## config.mk

```make
export PLATFORM = sky130hd
export DESIGN_NAME = text_style_escape_parser
export DESIGN_NICKNAME = d
export VERILOG_FILES = /design/src/rtl/core/tsep_pkg.sv /design/src/rtl/core/tsep_step.sv /design/src/rtl/core/tsep_queue.sv /design/src/rtl/core/text_style_escape_parser.sv
export SDC_FILE = /design/constraint.sdc
export NUM_CORES = 1
export LEC_CHECK = 0
export BUFFER_PORTS_ARGS = -buffer_cell sky130_fd_sc_hd__buf_4
export CAP_MARGIN = 15
export CELL_PAD_IN_SITES_DETAIL_PLACEMENT = 1
export CELL_PAD_IN_SITES_GLOBAL_PLACEMENT = 1
export CORE_ASPECT_RATIO = 0.9
export CORE_UTILIZATION = 51
export CTS_BUF_LIST = sky130_fd_sc_hd__clkbuf_4 sky130_fd_sc_hd__clkbuf_8
export CTS_CLUSTER_SIZE = 16
export DETAILED_ROUTE_END_ITERATION = 8
export PLACE_DENSITY_LB_ADDON = 0.1
export SLEW_MARGIN = 5
export SYNTH_ARGS = -nofsm -noshare
export SYNTH_HDL_FRONTEND = slang
export SYNTH_SLANG_ARGS = --single-unit
```

## constraint.sdc

```tcl
create_clock -name clk -period 5.86 [get_ports clk]
set_clock_uncertainty 0.15 [all_clocks]
set_input_delay 0.879 -clock clk [delete_from_list [all_inputs] [get_ports clk]]
set_output_delay 0.879 -clock clk [all_outputs]
set_load 0.02 [all_outputs]
```

## src/rtl/core/tsep_pkg.sv

```systemverilog
// ----------------------------------------------------------------------------
// tsep_pkg - shared types and constants of the text style escape parser
// Operation and stage codes, escape characters, result and state records.
// ----------------------------------------------------------------------------
package tsep_pkg;

  localparam int unsigned TSEP_QUEUE_DEPTH = 8;
  localparam int unsigned MAX_RESULTS      = 3;
  localparam int unsigned COUNT_W          = 16;

  typedef enum logic [1:0] {
    OP_CHAR = 2'd0,
    OP_EOL  = 2'd1,
    OP_EOG  = 2'd2,
    OP_NOP  = 2'd3
  } op_t;

  typedef enum logic [1:0] {
    ST_IDLE     = 2'd0,
    ST_DOLLAR   = 2'd1,
    ST_DOLLAR_C = 2'd2
  } stage_t;

  localparam logic KIND_TEXT  = 1'b0;
  localparam logic KIND_STYLE = 1'b1;

  localparam int unsigned FACE_BOLD      = 0;
  localparam int unsigned FACE_ITALIC    = 1;
  localparam int unsigned FACE_UNDERLINE = 2;

  localparam logic [7:0] CH_DOLLAR   = 8'h24;
  localparam logic [7:0] CH_BOLD_ON  = 8'h42;
  localparam logic [7:0] CH_BOLD_OFF = 8'h62;
  localparam logic [7:0] CH_ITAL_ON  = 8'h49;
  localparam logic [7:0] CH_ITAL_OFF = 8'h69;
  localparam logic [7:0] CH_UNDL_ON  = 8'h55;
  localparam logic [7:0] CH_UNDL_OFF = 8'h75;
  localparam logic [7:0] CH_COLOUR   = 8'h43;
  localparam logic [7:0] CH_DIGIT_LO = 8'h30;
  localparam logic [7:0] CH_DIGIT_HI = 8'h37;
  localparam logic [7:0] CH_CR       = 8'h0D;
  localparam logic [7:0] CH_NUL      = 8'h00;

  typedef struct packed {
    logic               kind;
    logic [7:0]         out_byte;
    logic [COUNT_W-1:0] position;
    logic               bold;
    logic               italic;
    logic               underline;
    logic [2:0]         colour;
    logic               last;
  } result_t;

  typedef struct packed {
    stage_t             stage;
    logic [COUNT_W-1:0] text_count;
    logic [COUNT_W-1:0] escape_position;
    logic [2:0]         face;
    logic [2:0]         colour;
  } parse_state_t;

  typedef struct packed {
    logic [1:0]    count;
    result_t [2:0] res;
  } emit_t;

endpackage

```

## src/rtl/core/tsep_step.sv

```systemverilog
// ----------------------------------------------------------------------------
// tsep_step - one parsing step
// Maps the parser state and one input transaction to up to three results
// and the next parser state.
// ----------------------------------------------------------------------------
module tsep_step (
  input  tsep_pkg::parse_state_t state,
  input  tsep_pkg::op_t          op,
  input  logic [7:0]             char_byte,
  output tsep_pkg::parse_state_t state_nxt,
  output tsep_pkg::emit_t        emit
);
  import tsep_pkg::*;

  function automatic logic [COUNT_W-1:0] sat_add(logic [COUNT_W-1:0] a, logic [1:0] k);
    logic [COUNT_W:0] s;
    s = {1'b0, a} + (COUNT_W+1)'(k);
    return s[COUNT_W] ? {COUNT_W{1'b1}} : s[COUNT_W-1:0];
  endfunction

  logic       rec;
  logic       do_flush;
  logic       do_plain;
  logic       do_extra;
  logic [7:0] extra_byte;
  logic [1:0] nt;
  logic [7:0] tb [3];

  always_comb begin
    state_nxt  = state;
    rec        = 1'b0;
    do_flush   = 1'b0;
    do_plain   = 1'b0;
    do_extra   = 1'b0;
    extra_byte = CH_NUL;
    nt         = 2'd0;
    tb[0]      = CH_NUL;
    tb[1]      = CH_NUL;
    tb[2]      = CH_NUL;
    emit       = '0;

    unique case (op)
      OP_CHAR: begin
        unique case (state.stage)
          ST_DOLLAR: begin
            rec = 1'b1;
            case (char_byte)
              CH_BOLD_ON:  state_nxt.face[FACE_BOLD]      = 1'b1;
              CH_BOLD_OFF: state_nxt.face[FACE_BOLD]      = 1'b0;
              CH_ITAL_ON:  state_nxt.face[FACE_ITALIC]    = 1'b1;
              CH_ITAL_OFF: state_nxt.face[FACE_ITALIC]    = 1'b0;
              CH_UNDL_ON:  state_nxt.face[FACE_UNDERLINE] = 1'b1;
              CH_UNDL_OFF: state_nxt.face[FACE_UNDERLINE] = 1'b0;
              default:     rec = 1'b0;
            endcase
            if (rec) begin
              state_nxt.stage = ST_IDLE;
            end else if (char_byte == CH_COLOUR) begin
              state_nxt.stage = ST_DOLLAR_C;
            end else begin
              do_flush = 1'b1;
              do_plain = 1'b1;
            end
          end
          ST_DOLLAR_C: begin
            if (char_byte >= CH_DIGIT_LO && char_byte <= CH_DIGIT_HI) begin
              rec              = 1'b1;
              state_nxt.colour = char_byte[2:0];
              state_nxt.stage  = ST_IDLE;
            end else begin
              do_flush = 1'b1;
              do_plain = 1'b1;
            end
          end
          default: do_plain = 1'b1;
        endcase
      end
      OP_EOL: begin
        do_flush   = 1'b1;
        do_extra   = 1'b1;
        extra_byte = CH_CR;
      end
      OP_EOG: begin
        do_flush         = 1'b1;
        do_extra         = 1'b1;
        extra_byte       = CH_NUL;
        state_nxt.face   = '0;
        state_nxt.colour = '0;
      end
      default: ;
    endcase

    if (do_flush) begin
      unique case (state.stage)
        ST_DOLLAR: begin
          tb[nt] = CH_DOLLAR;
          nt     = nt + 2'd1;
        end
        ST_DOLLAR_C: begin
          tb[nt] = CH_DOLLAR;
          nt     = nt + 2'd1;
          tb[nt] = CH_COLOUR;
          nt     = nt + 2'd1;
        end
        default: ;
      endcase
      state_nxt.stage = ST_IDLE;
    end

    if (do_plain) begin
      if (char_byte == CH_DOLLAR) begin
        state_nxt.stage           = ST_DOLLAR;
        state_nxt.escape_position = sat_add(state.text_count, nt);
      end else begin
        state_nxt.stage = ST_IDLE;
        tb[nt]          = char_byte;
        nt              = nt + 2'd1;
      end
    end

    if (do_extra) begin
      tb[nt] = extra_byte;
      nt     = nt + 2'd1;
    end

    state_nxt.text_count = sat_add(state.text_count, nt);

    if (rec) begin
      emit.count               = 2'd1;
      emit.res[0].kind         = KIND_STYLE;
      emit.res[0].position     = state.escape_position;
      emit.res[0].bold         = state_nxt.face[FACE_BOLD];
      emit.res[0].italic       = state_nxt.face[FACE_ITALIC];
      emit.res[0].underline    = state_nxt.face[FACE_UNDERLINE];
      emit.res[0].colour       = state_nxt.colour;
      emit.res[0].last         = 1'b1;
    end else begin
      emit.count = nt;
      for (int k = 0; k < MAX_RESULTS; k++) begin
        emit.res[k].kind     = KIND_TEXT;
        emit.res[k].out_byte = tb[k];
        emit.res[k].last     = (2'(k) + 2'd1 == nt);
      end
    end
  end

endmodule

```

## src/rtl/core/tsep_queue.sv

```systemverilog
// ----------------------------------------------------------------------------
// tsep_queue - result queue
// Takes up to three results per cycle and hands them out one per
// transaction on the result channel.
// ----------------------------------------------------------------------------
module tsep_queue #(
  parameter int unsigned DEPTH = tsep_pkg::TSEP_QUEUE_DEPTH
) (
  input  logic                     clk,
  input  logic                     rst_n,
  input  logic [1:0]               push_n,
  input  tsep_pkg::result_t [2:0]  push_res,
  output logic                     space_ok,
  output logic                     out_valid,
  input  logic                     out_ready,
  output tsep_pkg::result_t        out_res
);
  import tsep_pkg::*;

  localparam int unsigned PW = $clog2(DEPTH);
  localparam int unsigned CW = $clog2(DEPTH + 1);

  function automatic logic [PW-1:0] wrap(logic [PW-1:0] base, logic [1:0] k);
    logic [PW:0] s;
    s = {1'b0, base} + (PW+1)'(k);
    if (s >= (PW+1)'(DEPTH)) begin
      s = s - (PW+1)'(DEPTH);
    end
    return s[PW-1:0];
  endfunction

  result_t       mem_r [DEPTH];
  logic [PW-1:0] wr_ptr_r, wr_ptr_nxt;
  logic [PW-1:0] rd_ptr_r, rd_ptr_nxt;
  logic [CW-1:0] count_r, count_nxt;
  logic          pop;

  assign out_valid  = (count_r != '0);
  assign pop        = out_valid && out_ready;
  assign out_res    = mem_r[rd_ptr_r];
  assign space_ok   = (count_r <= CW'(DEPTH - MAX_RESULTS));
  assign wr_ptr_nxt = wrap(wr_ptr_r, push_n);
  assign rd_ptr_nxt = wrap(rd_ptr_r, {1'b0, pop});
  assign count_nxt  = count_r + CW'(push_n) - CW'(pop);

  always_ff @(posedge clk) begin
    if (!rst_n) begin
      wr_ptr_r <= '0;
      rd_ptr_r <= '0;
      count_r  <= '0;
    end else begin
      wr_ptr_r <= wr_ptr_nxt;
      rd_ptr_r <= rd_ptr_nxt;
      count_r  <= count_nxt;
    end
  end

  always_ff @(posedge clk) begin
    for (int k = 0; k < MAX_RESULTS; k++) begin
      if (2'(k) < push_n) begin
        mem_r[wrap(wr_ptr_r, 2'(k))] <= push_res[k];
      end
    end
  end

`ifndef NO_ASSERTIONS
  a_count_bound: assert property (@(posedge clk) disable iff (!rst_n)
    count_r <= CW'(DEPTH))
    else $error("result queue count exceeds depth");

  a_push_nonempty: assert property (@(posedge clk) disable iff (!rst_n)
    push_n != 2'd0 |=> out_valid)
    else $error("result queue empty after push");
`endif

endmodule

```

## src/rtl/core/text_style_escape_parser.sv

```systemverilog
// ----------------------------------------------------------------------------
// text_style_escape_parser - style escape stripper for a text stream
// Strips $B/$b, $I/$i, $U/$u and $C0..$C7 escapes into style-change records
// and passes all other bytes through as text.
// ----------------------------------------------------------------------------
// Accepts one input transaction per cycle. Each transaction is held in an
// input register, parsed in a single combinational step and yields zero to
// three results, which are written into a result queue (QUEUE_DEPTH entries)
// in that same cycle; the result channel drains one result per cycle while
// out_ready is high. The input register advances whenever the queue has room
// for three results, so input stalls only when the result side falls behind.
// A transaction passes through the input register and then the result queue.
module text_style_escape_parser #(
  parameter int unsigned QUEUE_DEPTH = tsep_pkg::TSEP_QUEUE_DEPTH
) (
  input  logic        clk,
  input  logic        rst_n,
  input  logic        in_valid,
  output logic        in_ready,
  input  logic [1:0]  in_operation,
  input  logic [7:0]  in_char_byte,
  output logic        out_valid,
  input  logic        out_ready,
  output logic        out_kind,
  output logic [7:0]  out_byte,
  output logic [15:0] out_position,
  output logic        out_bold,
  output logic        out_italic,
  output logic        out_underline,
  output logic [2:0]  out_colour,
  output logic        out_last
);
  import tsep_pkg::*;

  logic         st_valid_r;
  op_t          op_r;
  logic [7:0]   byte_r;
  parse_state_t state_r, state_nxt;
  emit_t        emit;
  logic         space_ok;
  logic         fire;
  logic [1:0]   push_n;
  result_t      head;

  assign fire     = st_valid_r && space_ok;
  assign in_ready = !st_valid_r || fire;
  assign push_n   = fire ? emit.count : 2'd0;

  always_ff @(posedge clk) begin
    if (!rst_n) begin
      st_valid_r <= 1'b0;
    end else if (in_ready) begin
      st_valid_r <= in_valid;
    end
  end

  always_ff @(posedge clk) begin
    if (in_valid && in_ready) begin
      op_r   <= op_t'(in_operation);
      byte_r <= in_char_byte;
    end
  end

  always_ff @(posedge clk) begin
    if (!rst_n) begin
      state_r.stage           <= ST_IDLE;
      state_r.text_count      <= '0;
      state_r.escape_position <= '0;
      state_r.face            <= '0;
      state_r.colour          <= '0;
    end else if (fire) begin
      state_r <= state_nxt;
    end
  end

  tsep_step u_step (
    .state     (state_r),
    .op        (op_r),
    .char_byte (byte_r),
    .state_nxt (state_nxt),
    .emit      (emit)
  );

  tsep_queue #(
    .DEPTH (QUEUE_DEPTH)
  ) u_queue (
    .clk       (clk),
    .rst_n     (rst_n),
    .push_n    (push_n),
    .push_res  (emit.res),
    .space_ok  (space_ok),
    .out_valid (out_valid),
    .out_ready (out_ready),
    .out_res   (head)
  );

  assign out_kind      = head.kind;
  assign out_byte      = head.out_byte;
  assign out_position  = head.position;
  assign out_bold      = head.bold;
  assign out_italic    = head.italic;
  assign out_underline = head.underline;
  assign out_colour    = head.colour;
  assign out_last      = head.last;

`ifndef NO_ASSERTIONS
  a_marker_emits: assert property (@(posedge clk) disable iff (!rst_n)
    fire && (op_r == OP_EOL || op_r == OP_EOG) |=> out_valid)
    else $error("line or group marker produced no result");

  a_count_monotonic: assert property (@(posedge clk) disable iff (!rst_n)
    $past(rst_n) |-> state_r.text_count >= $past(state_r.text_count))
    else $error("text position decreased");

  a_stall_holds: assert property (@(posedge clk) disable iff (!rst_n)
    st_valid_r && !space_ok |=> st_valid_r && $stable(op_r) && $stable(byte_r))
    else $error("stalled transaction lost");
`endif

endmodule

```

## Word-level counts from Yosys, hierarchy flattened

Memories as Yosys holds them, arrays and structs flattened. A register that Yosys moved wholly into a read port is not among the register bits.
Cells that the tools add are included.

| word-level totals | value |
|---|---|
| flip-flop bits (word level) | 61 |
| bits in writable memories | 256 |
| output and inout port bits | 34 |
| logic and storage cells | 151 |
| memories kept | 1 |

| cells by class | value |
|---|---|
| add/sub/neg operators | 15 |
| magnitude comparators | 15 |
| equal/unequal tests | 17 |
| muxes and demuxes | 73 |
| bitwise operators | 2 |
| reductions and logical operators | 17 |

Memory list:

| memory | words | width | rd ports | clocked after memory_dff | wr ports | RTL line | text |
|---|---|---|---|---|---|---|---|
| u_queue.mem_r | 8 | 32 | 1 | 1 | 3 | tsep_queue.sv:32 | `result_t mem_r [DEPTH];` |

Operators with widths:

| kind | number |
|---|---|
| 24-bit 2-to-1 mux | 3 |
| 8-bit by 7-bit == test with 1-bit output (second input constant) | 7 |
| 24-bit bitwise mux | 2 |
| 16-bit 2-to-1 mux | 3 |
| 3-bit 2-to-1 mux | 12 |
| 16-bit by 2-bit adder with 17-bit output | 2 |
| 8-bit demux with 2-bit select | 2 |
| 8-bit 2-to-1 mux | 4 |
| 2-bit 2-to-1 mux | 12 |
| 22-bit 2-to-1 mux | 1 |
| 1-bit 2-to-1 mux | 20 |
| 4-bit greater-or-equal comparator (second input constant) | 4 |
| 3-bit by 1-bit subtractor with 3-bit output (second input constant) | 5 |
| 1-bit case mux with 2 select lines | 7 |
| 6-bit case mux with 2 select lines | 1 |
| 10-bit 2-to-1 mux | 1 |
| 8-bit by 6-bit == test with 1-bit output (second input constant) | 1 |
| 8-bit by 6-bit greater-or-equal comparator with 1-bit output (second input constant) | 1 |
| 8-bit by 6-bit less-or-equal comparator with 1-bit output (second input constant) | 1 |
| 2-bit case mux with 2 select lines | 2 |
| 4-bit nonzero test | 2 |
| 7-bit 2-to-1 mux | 1 |
| 3-bit greater-or-equal comparator (second input constant) | 2 |
| 1-bit logical AND | 6 |
| 29 further kinds | 37 |

## Logic depth before layout (Yosys ltp)

Gate-level depths: netlist (run 1).

| depth | value |
|---|---|
| depth in word-level cells | 20 |
| gate-level depth with buffers | 22 |
| mapped depth without buffers | 21 |

## Hierarchy

From an unflattened synthesis (run 1), not the netlist that was laid out.

| second synthesis, totals | value |
|---|---|
| cell total of the unflattened synthesis | 2457 |
| area total of the unflattened synthesis | 22500.3 sq um |

Modules (own cells, without submodules):

| module | times used | cells each | area an instance (sq um) | seq. area each (sq um) |
|---|---|---|---|---|
| tsep_queue | 1 | 1864 | 17934.7 | 7887.6 |
| tsep_step | 1 | 392 | 2467.4 | 0.0 |
| text_style_escape_parser | 1 | 201 | 2098.3 | 1121.1 |

## Worst setup path after synthesis (run 1)

No wires, ideal clock.

| timing | value |
|---|---|
| path type | register -> register |
| start point | register byte_r[7] |
| end point | register state_r[37] (netlist name) |
| setup time | 133 ps |
| data arrival time | 4814 ps |
| required time | 5577 ps |
| slack | 763 ps |
| stages on the path, launching flop included | 22 |
| path buffers | 1 |
| period minus slack after synthesis | 5097 ps |
| cells stage by stage | edfxtp_1 -> or4b_4 -> o21ai_2 -> o311ai_2 -> nand2_1 -> nand2_1 -> and2_1 -> ha_1 -> a211o_1 -> o21ai_0 -> ha_1 -> nand2_1 -> a21boi_2 -> buf_6 -> ha_1 -> a21oi_1 -> nor3b_1 -> and4_1 -> nand4_1 -> nor3_1 -> xnor2_1 -> a21oi_1 |

| between the ends | value |
|---|---|
| longest elaborated chain between the ends | 16 |
| elaborated cells on any way between the ends | 30 |
| those cells by class | add/sub (3); order compare (2); eq/ne (8); mux (15); reduce/logical (2) |

Ends and longest elaborated chain:

| what | RTL line | text |
|---|---|---|
| start: declaration | text_style_escape_parser.sv:37 | `logic [7:0] byte_r;` |
| start signal: assignment | text_style_escape_parser.sv:60 | `byte_r <= in_char_byte;` |
| 8-bit by 7-bit == test with 1-bit output | tsep_step.sv:47 | `case (char_byte)` |
| 6-bit OR reduction (no line) | -- |  |
| 1-bit 2-to-1 mux | tsep_step.sv:47 |  |
| 1-bit 2-to-1 mux | tsep_step.sv:44 | `unique case (state.stage)` |
| 1-bit 2-to-1 mux | tsep_step.sv:42 | `unique case (op)` |
| 1-bit 2-to-1 mux | tsep_step.sv:56 | `if (rec) begin` |
| 1-bit case mux with 2 select lines | tsep_step.sv:44 |  |
| 1-bit case mux with 2 select lines | tsep_step.sv:42 |  |
| 2-bit 2-to-1 mux | tsep_step.sv:93 | `if (do_flush) begin` |
| 2-bit by 1-bit adder with 2-bit output | tsep_step.sv:117 | `nt = nt + 2'd1;` |
| 2-bit 2-to-1 mux | tsep_step.sv:111 | `if (char_byte == CH_DOLLAR) begin` |
| 2-bit 2-to-1 mux (*) | tsep_step.sv:110 | `if (do_plain) begin` |
| 2-bit by 1-bit adder with 2-bit output | tsep_step.sv:123 | `nt = nt + 2'd1;` |
| 2-bit 2-to-1 mux (*) | tsep_step.sv:121 | `if (do_extra) begin` |
| 16-bit by 2-bit adder with 17-bit output (*) | tsep_step.sv:17 | `s = {1'b0, a} + (COUNT_W+1)'(k);` |
| 16-bit 2-to-1 mux (*) | tsep_step.sv:18 | `return s[COUNT_W] ? {COUNT_W{1'b1}} : s[COUNT_W-1:0];` |
| end signal: assignment | text_style_escape_parser.sv:72 | `state_r <= state_nxt;` |
| end: declaration | text_style_escape_parser.sv:38 | `parse_state_t state_r, state_nxt;` |

Every way passes the cells marked *; elsewhere a longest branch is shown, timed or not. The select of a mux whose other input is x is not followed.
A chain may end at the register's enable or synchronous reset.

## Worst setup path after layout (run 1)

| timing | value |
|---|---|
| start point | register byte_r[4] |
| end point | register state_r[37] (netlist name) |

The elaborated chain is that of the path after synthesis.

==> summary.md, run 1 <==
| Metric | Value |
|---|---|
| Dpl cells | `2130` |
| Non-Filler Instances | `2220` |
| Post-synth top flop | `dfxtp_1` |
| Total power | `5545 uW` |
| Clock transition at the registers of the reported paths | `60 ps` |
| Req. time, crit path | `6160 ps` |
| Capturing point of the worst reg2reg path | `state_r[37]` |
| Fillers | `3565` |
| Max Cap Viol | `0` |
| Ys async rst share | `0%` |
| RSZ-0062 raised after global routing | `no` |
| Crit-path slowest cell | `edfxtp_1` |
| Switching power | `1723 uW` |
| Worst hold path type | `input port to register` |
| Via count | `14740` |
| Syn Area/Cell | `9.475 sq um` |
| Area grow syn2layout | `10.80%` |
| DRC Markers | `0` |
| First-pass GRT wire length | `93.03 mm` |
| Setup Viol. Count Final | `0` |
| Slew Viols, Final | `0` |
| Post-synthesis cell count | `1746` |
| Crit path launch type | `register` |
| Pint | `3822 uW` |
| Routed WL per cell | `27.45 microns` |
| Tightest Pin Transition | `1194 ps` |
| Rel. slew slack | `20.42%` |
| Seq/Total Area, Yosys | `43.32%` |
| Global route overflow | `0` |
| Antenna Nets Post-Route | `0` |
| RD Place Congestion | `0.9997` |
| Worst-path cell chain | `and4b_1, a32o_1, o311ai_2, nand2_1, nand2_1, and2_1, ha_1, a211o_1, o21ai_0, ha_1, nand2_1, a21boi_2, ha_1, a21oi_1, nor3b_2, and4_1, nand4_1, nor3_1, xnor2_1, a21oi_1` |
| Clock power share | `35.9%` |
| CP Depth | `20` |
| Simple-gate area share of the yosys netlist | `17.71%` |
| Post-synthesis cell area | `16540 sq um` |
| Flops & latches, synth | `317` |
| R2r startpoint | `byte_r[4]` |
| Fin Setup TNS | `0 ps` |
| Tmin final | `5347 ps` |
| Vias per cell | `6.639` |
| Cell family with most CP delay | `simple AND/OR/NAND/NOR gates` |
| Mux cell area share after synthesis | `11.26%` |
| Post-synthesis xor/xnor area fraction | `1.641%` |
| Mapped Nets | `1793` |
| Starting Density | `51.89%` |
| 1st-pass router iterations | `5` |
| Num CTS Buffers | `51` |
| R2R setup slack | `510 ps` |
| CP Buf/Inv Count | `0` |
| # IOs | `48` |
| Max Clock Freq | `0.1870 GHz` |
| Skew-Pair Late Insertion Delay | `610 ps` |
| Post-synthesis adder-cell area fraction | `2.677%` |
| Share of layout cells above drive strength 1 | `19.07%` |
| Hold-fix buffers, CTS | `0` |
| Arrival @ worst endpoint | `5650 ps` |
| Die footprint | `33160 sq um` |
| Hold endpoint | `byte_r[6]` |
| Kind of critical path | `register to register` |
| Routed WL | `60.94 mm` |
| Hold Fails Final Rpt | `0` |
| Vias in the first global route | `15140` |
| PortBufs | `47` |
| Largest family of logic cells by synthesized area | `compound AO/OA/AOI/OAI gates` |
| GRT Util Overall | `37.34%` |
| Dpl ws | `443.4 ps` |
| Initial DRC Count | `1517` |
| Crit-path max FO | `8` |
| Synth cell types | `87` |
| CTS Buffer Depth | `3` |
| H-tree levels | `2` |
| Number of diodes | `0` |
| CTS tree | `yes` |
| CP max stage delay | `510 ps` |
| R2R cell count | `20` |
| Rows | `62` |
| Largest net degree at the start of global routing | `45` |
| Element type at the critical path end | `register` |
| Yosys Warn Count | `0` |
| Worst vdd ir | `0.3458 mV` |
| Switching part of the total | `31.07%` |
| HP Start | `in_char_byte[6]` |
| Pwr per Cell Area | `302.5 nW/um^2` |
| Status | `finished clean` |
| Final worst-path cycle share | `91.25%` |
| Static Leak | `0.006691 uW` |
| Clock Sinks | `317` |
| Initial antenna violation count | `1` |
| Sequential cell fraction of total power | `44.1%` |
| Final HPWL DP | `40.40 mm` |
| Clk root buf | `clkbuf_8` |
| Die width | `191.8 microns` |
| Power share of the combinational group | `20.1%` |
| Final setup margin | `512.6 ps` |
| Compound-cell area share of the yosys netlist | `18.46%` |
| Die Span Y | `172.9 microns` |
| Nets | `1816` |
| Hold path depth | `1` |
| CORE AREA | `31880 sq um` |
| Post-synth EDFFs | `82` |
-- power by group through the flow --
stage | sequential [uW] | clock [uW] | combinational (uW)
global route | 2460 | 2100 | 1180
global placement | 2490 | 0 | 1060
floorplan | 2370 | 0 | 831
CTS | 2450 | 2010 | 1090
detailed placement | 2490 | 0 | 1090
finish | 2440 | 1990 | 1110
-- Yosys cell counts, drive strengths merged (13+ instances only) --
cell type | instances | area share (%)
buf | 65 | 2.4
nor3 | 16 | 0.54
a211oi | 13 | 0.59
edfxtp | 82 | 15
a22oi | 56 | 2.5
a32oi | 14 | 0.74
nand2 | 102 | 2.3
inv | 32 | 0.73
nor2 | 383 | 8.7
mux2 | 33 | 2.2
ha | 29 | 2.2
xnor2 | 22 | 1.2
clkbuf | 77 | 1.8
a311oi | 13 | 0.73
and3 | 16 | 0.64
mux4 | 64 | 8.7
a21oi | 173 | 5.3
dfxtp | 235 | 28
o221ai | 33 | 1.7
nand3 | 54 | 1.6
o21ai | 40 | 1.3
nand4 | 36 | 1.4
-- cell type report --
cell class	instances	area, sq um	area share (%)
multi-input cells	1254	8633	47.10
flip-flops and latches	317	7176	39.15
clock buffers	77	922.1	5.031
repair buffers	112	840.8	4.587
well taps	416	520.5	2.840
inverters	33	123.9	0.6758
clock inverters	11	113.9	0.6212
-- layout by cell type, fill, tap and decap left out, types with 9 or more instances in the layout --
cell type  instances
a211oi_1          13
a21oi_1          170
a22oi_1           56
a311oi_1          12
a32oi_1           14
and2_1            11
and3_1            15
buf_4            112
clkbuf_4          22
clkbuf_8          55
dfxtp_1          232
edfxtp_1          82
ha_1              29
inv_1             31
mux2_2            33
mux4_2            64
nand2_1          102
nand3_1           54
nand4_1           36
nor2_1           381
nor3_1            12
o21ai_0           24
o221ai_1          33
o32a_1            10
o41ai_4            9
xnor2_1           22
xor2_1             9
-- through the flow --
stage | area, sq um | hold WS (ps) | util, %
detailed placement | 17270 | 322.6 | 54.16
floorplan | 16540 | 299.3 | -
CTS | 18300 | 278.6 | 57.41
global route | 18330 | 293.6 | 57.49
global placement | 17270 | 309.8 | 54.16
finish | 18330 | 318.6 | 57.49
-- kinds of logic (layout without fill, tap and decap cells) --
logic type	count (synthesis)	in the layout
compound gates	425	425
xor+xnor	31	31
fa+ha+maj	33	33
buf+inv	175	233
flops	317	317
mux	102	102
simple gates	663	663
-- worst max path at each step --
stage                              to      start
after detailed placement  state_r[37]  byte_r[0]
after floorplan           state_r[37]  byte_r[7]
after CTS                 state_r[37]  byte_r[0]
after global routing      state_r[37]  byte_r[2]
final                     state_r[37]  byte_r[4]
after global placement    state_r[37]  byte_r[0]
-- metal layers --
layer | GRT usage [%] | vias up | part of all wire (%)
met2 | 57.60 | 713 | 45
met3 | 6.982 | 160 | 8.5
met4 | 13.46 | 2 | 3.3
li1 | - | 6461 | -
met5 | 0 | - | 0.011
met1 | 52.16 | 7403 | 43
-- what timing repair did --
action	in CTS	in global routing
setup buffers	0	2
resized for setup	0	2
setup endpoints to repair	0	1
-- sequential cells by signal, indices dropped and copies added, names as in the netlist --
signal            flops
u_queue.wr_ptr_r      3
byte_r                8
state_r              40
st_valid_r            1
op_r                  2
u_queue.rd_ptr_r      3
u_queue.count_r       4
u_queue.mem_r       256
Note: power is estimated with default switching activity, not from simulation.
==> inputs of run 2 (changes only) <==
--- a/config.mk
+++ b/config.mk
@@ -5,7 +5,7 @@
 export SDC_FILE = /design/constraint.sdc
 export NUM_CORES = 1
 export LEC_CHECK = 0
-export BUFFER_PORTS_ARGS = -buffer_cell sky130_fd_sc_hd__buf_4
+export BUFFER_PORTS_ARGS = -buffer_cell sky130_fd_sc_hd__buf_2
 export CAP_MARGIN = 15
 export CELL_PAD_IN_SITES_DETAIL_PLACEMENT = 1
 export CELL_PAD_IN_SITES_GLOBAL_PLACEMENT = 1
==> run 2 against run 1 <==
  * Worst setup slack worse by 150 ps
  * Clock power is 5% higher
  * Critical path depth is 5 lower
  * Combinational power is 4% lower
  * Power is 1.3% higher
  * Clock-buffer cell count is 12 higher
==> summary.md, run 2 (synthesized netlist as in run 1, its figures left out) <==
| Metric | Value |
|---|---|
| Clk root buf | `clkbuf_8` |
| Number of diodes | `0` |
| Routed WL | `61.94 mm` |
| Via count | `14930` |
| CP Buf/Inv Count | `0` |
| Rel. slew slack | `16.54%` |
| PortBufs | `47` |
| Worst hold path type | `input port to register` |
| Footprint of the multi-input gates | `8626 sq um` |
| Req. time, crit path | `5940 ps` |
| Post-DP Area | `17180 sq um` |
| Die footprint | `33160 sq um` |
| Final worst-path cycle share | `93.84%` |
| Static Leak | `0.006738 uW` |
| Busiest metal layer after global routing | `met2` |
| Tightest Pin Transition | `1242 ps` |
| Initial DRC Count | `1494` |
| Slew Viols, Final | `0` |
| Setup Viol. Count Final | `0` |
| First-pass GRT wire length | `93.41 mm` |
| Routed WL per cell | `27.79 microns` |
| Most flop-heavy register | `u_queue.mem_r` |
| Fillers | `3567` |
| GR Util met2 | `57.51%` |
| M3 GR Usage | `9.357%` |
| Hold-fix buffers, CTS | `0` |
| Fin Setup TNS | `0 ps` |
| RSZ-0062 raised after global routing | `no` |
| 1st-pass router iterations | `5` |
| Vias in the first global route | `15060` |
| CORE AREA | `31880 sq um` |
| R2r startpoint | `byte_r[0]` |
| Arrival @ worst endpoint | `5580 ps` |
| Commonest cells after routing, fill and taps aside | `nor2_1 (382), dfxtp_1 (232), a21oi_1 (170)` |
| Tmin final | `5499 ps` |
| CP max stage delay | `600 ps` |
| Most common cell after layout, fill and taps aside | `nor2_1` |
| Crit path launch type | `register` |
| Largest net degree at the start of global routing | `46` |
| Skew-Pair Late Insertion Delay | `610 ps` |
| Nets | `1818` |
| Largest register FFs | `256` |
| Vias per cell | `6.696` |
| Post-route cell area | `18310 sq um` |
| Reg area | `7176 sq um` |
| Area grow syn2layout | `10.69%` |
| Element type at the critical path end | `register` |
| Status | `finished clean` |
| Crit-path slowest cell | `edfxtp_1` |
| Max Clock Freq | `0.1818 GHz` |
| Post-CTS Setup Inserts | `0` |
| GRT Util Overall | `37.56%` |
| CTS Buffer Depth | `3` |
| Kind of critical path | `register to register` |
| Hold endpoint | `byte_r[4]` |
| Die Span Y | `172.9 microns` |
| Share of layout cells above drive strength 1 | `19.58%` |
| Final HPWL DP | `40.99 mm` |
| R2R cell count | `15` |
| Global route overflow | `0` |
| DRC Markers | `0` |
| GR met1 Demand/Resource | `51.36%` |
| Clock Sinks | `317` |
| Worst vdd ir | `0.4958 mV` |
| # IOs | `48` |
| Num CTS Buffers | `52` |
| RD Place Congestion | `1.003` |
| Capturing point of the worst reg2reg path | `u_queue.mem_r[6][24]` |
| Clock transition at the registers of the reported paths | `70 ps` |
| Pwr per Cell Area | `306.7 nW/um^2` |
| CTS tree | `yes` |
| Crit-path max FO | `13` |
| Cell family with most CP delay | `simple AND/OR/NAND/NOR gates` |
| Antenna Nets Post-Route | `0` |
| R2R setup slack | `360 ps` |
| HP Start | `in_char_byte[4]` |
| Starting Density | `51.89%` |
| Rows | `62` |
| Hold path depth | `1` |
| Max Cap Viol | `0` |
| Initial antenna violation count | `3` |
| Die width | `191.8 microns` |
| Hold Fails Final Rpt | `0` |
| H-tree levels | `2` |
| Biggest regs | `u_queue.mem_r: 256 flops, state_r: 40 flops, byte_r: 8 flops` |
| Post-cts resize count | `0` |
| Worst-path cell chain | `and4b_1, a32o_1, o311ai_2, nand2_1, nand2_1, and2_1, ha_1, a211o_1, o21ai_0, ha_1, nand2b_1, a2111oi_4, or2_1, nand3_1, nand3_1` |
[run 2: cell types whose count changed in the layout (fill, tap and decap cells not counted), moves of 3 or more]
cell	before	now
clkinv_2	1	4
buf_4	112	65
clkbuf_8	55	65
clkinv_1	5	1
buf_2	0	47
[run 2: report_power, final]
group	switching, uW	internal (uW)	total, uW
clock network	925	1150	2080
registers	159	2310	2460
logic	666	408	1070
total	1750	3870	5620
[run 2: worst max-delay path by stage]
stage               startpoint              endpoint  slack (ps)  depth (start not counted)
floorplan            byte_r[7]           state_r[37]         760                         21
global placement     byte_r[0]  u_queue.mem_r[6][26]         610                         15
detailed placement   byte_r[4]           state_r[37]         450                         21
CTS                  byte_r[4]           state_r[37]         380                         21
global route         byte_r[0]           state_r[37]          40                         20
finish               byte_r[0]  u_queue.mem_r[6][24]         360                         15
[run 2: worst reg2reg max path: cells and delay by family, from the launching register on]
| kind | cells | cell delay (ps) |
|---|---|---|
| adders and majority gates | 2 | 580 |
| AOI/OAI and AO/OA | 5 | 1410 |
| DFF | 1 | 600 |
| and+or+nand+nor | 8 | 2380 |
[run 2: routing by layer]
layer | wire length (microns) | share of wire [%]
met4 | 2033 | 3.3
met5 | 27 | 0.044
met2 | 27890 | 45
met1 | 26050 | 42
met3 | 5937 | 9.6
[run 2: area by class of cell]
cell class | count | area share [%]
multi-input combinational | 1254 | 47.11
sequential | 317 | 39.19
clock buffer | 89 | 5.869
timing repair buffer | 113 | 4.059
tap | 416 | 2.843
inverter | 33 | 0.6765
clock inverter | 7 | 0.2597
[run 2: metrics by stage]
stage / setup slack, ps / cells / hold WS [ps] / total power [uW] / util (%)
after floorplan: 763.2 / 1746 / 299.3 / 3199 / -
after global placement: 612.6 / 2132 / 310.7 / 3532 / 53.87
after detailed placement: 449.6 / 2132 / 320.1 / 3566 / 53.87
after CTS: 384.5 / 2228 / 265.6 / 5615 / 57.39
after global routing: 37.24 / 2229 / 278.5 / 5810 / 57.43
final: 360.9 / 2229 / 296.4 / 5617 / 57.43
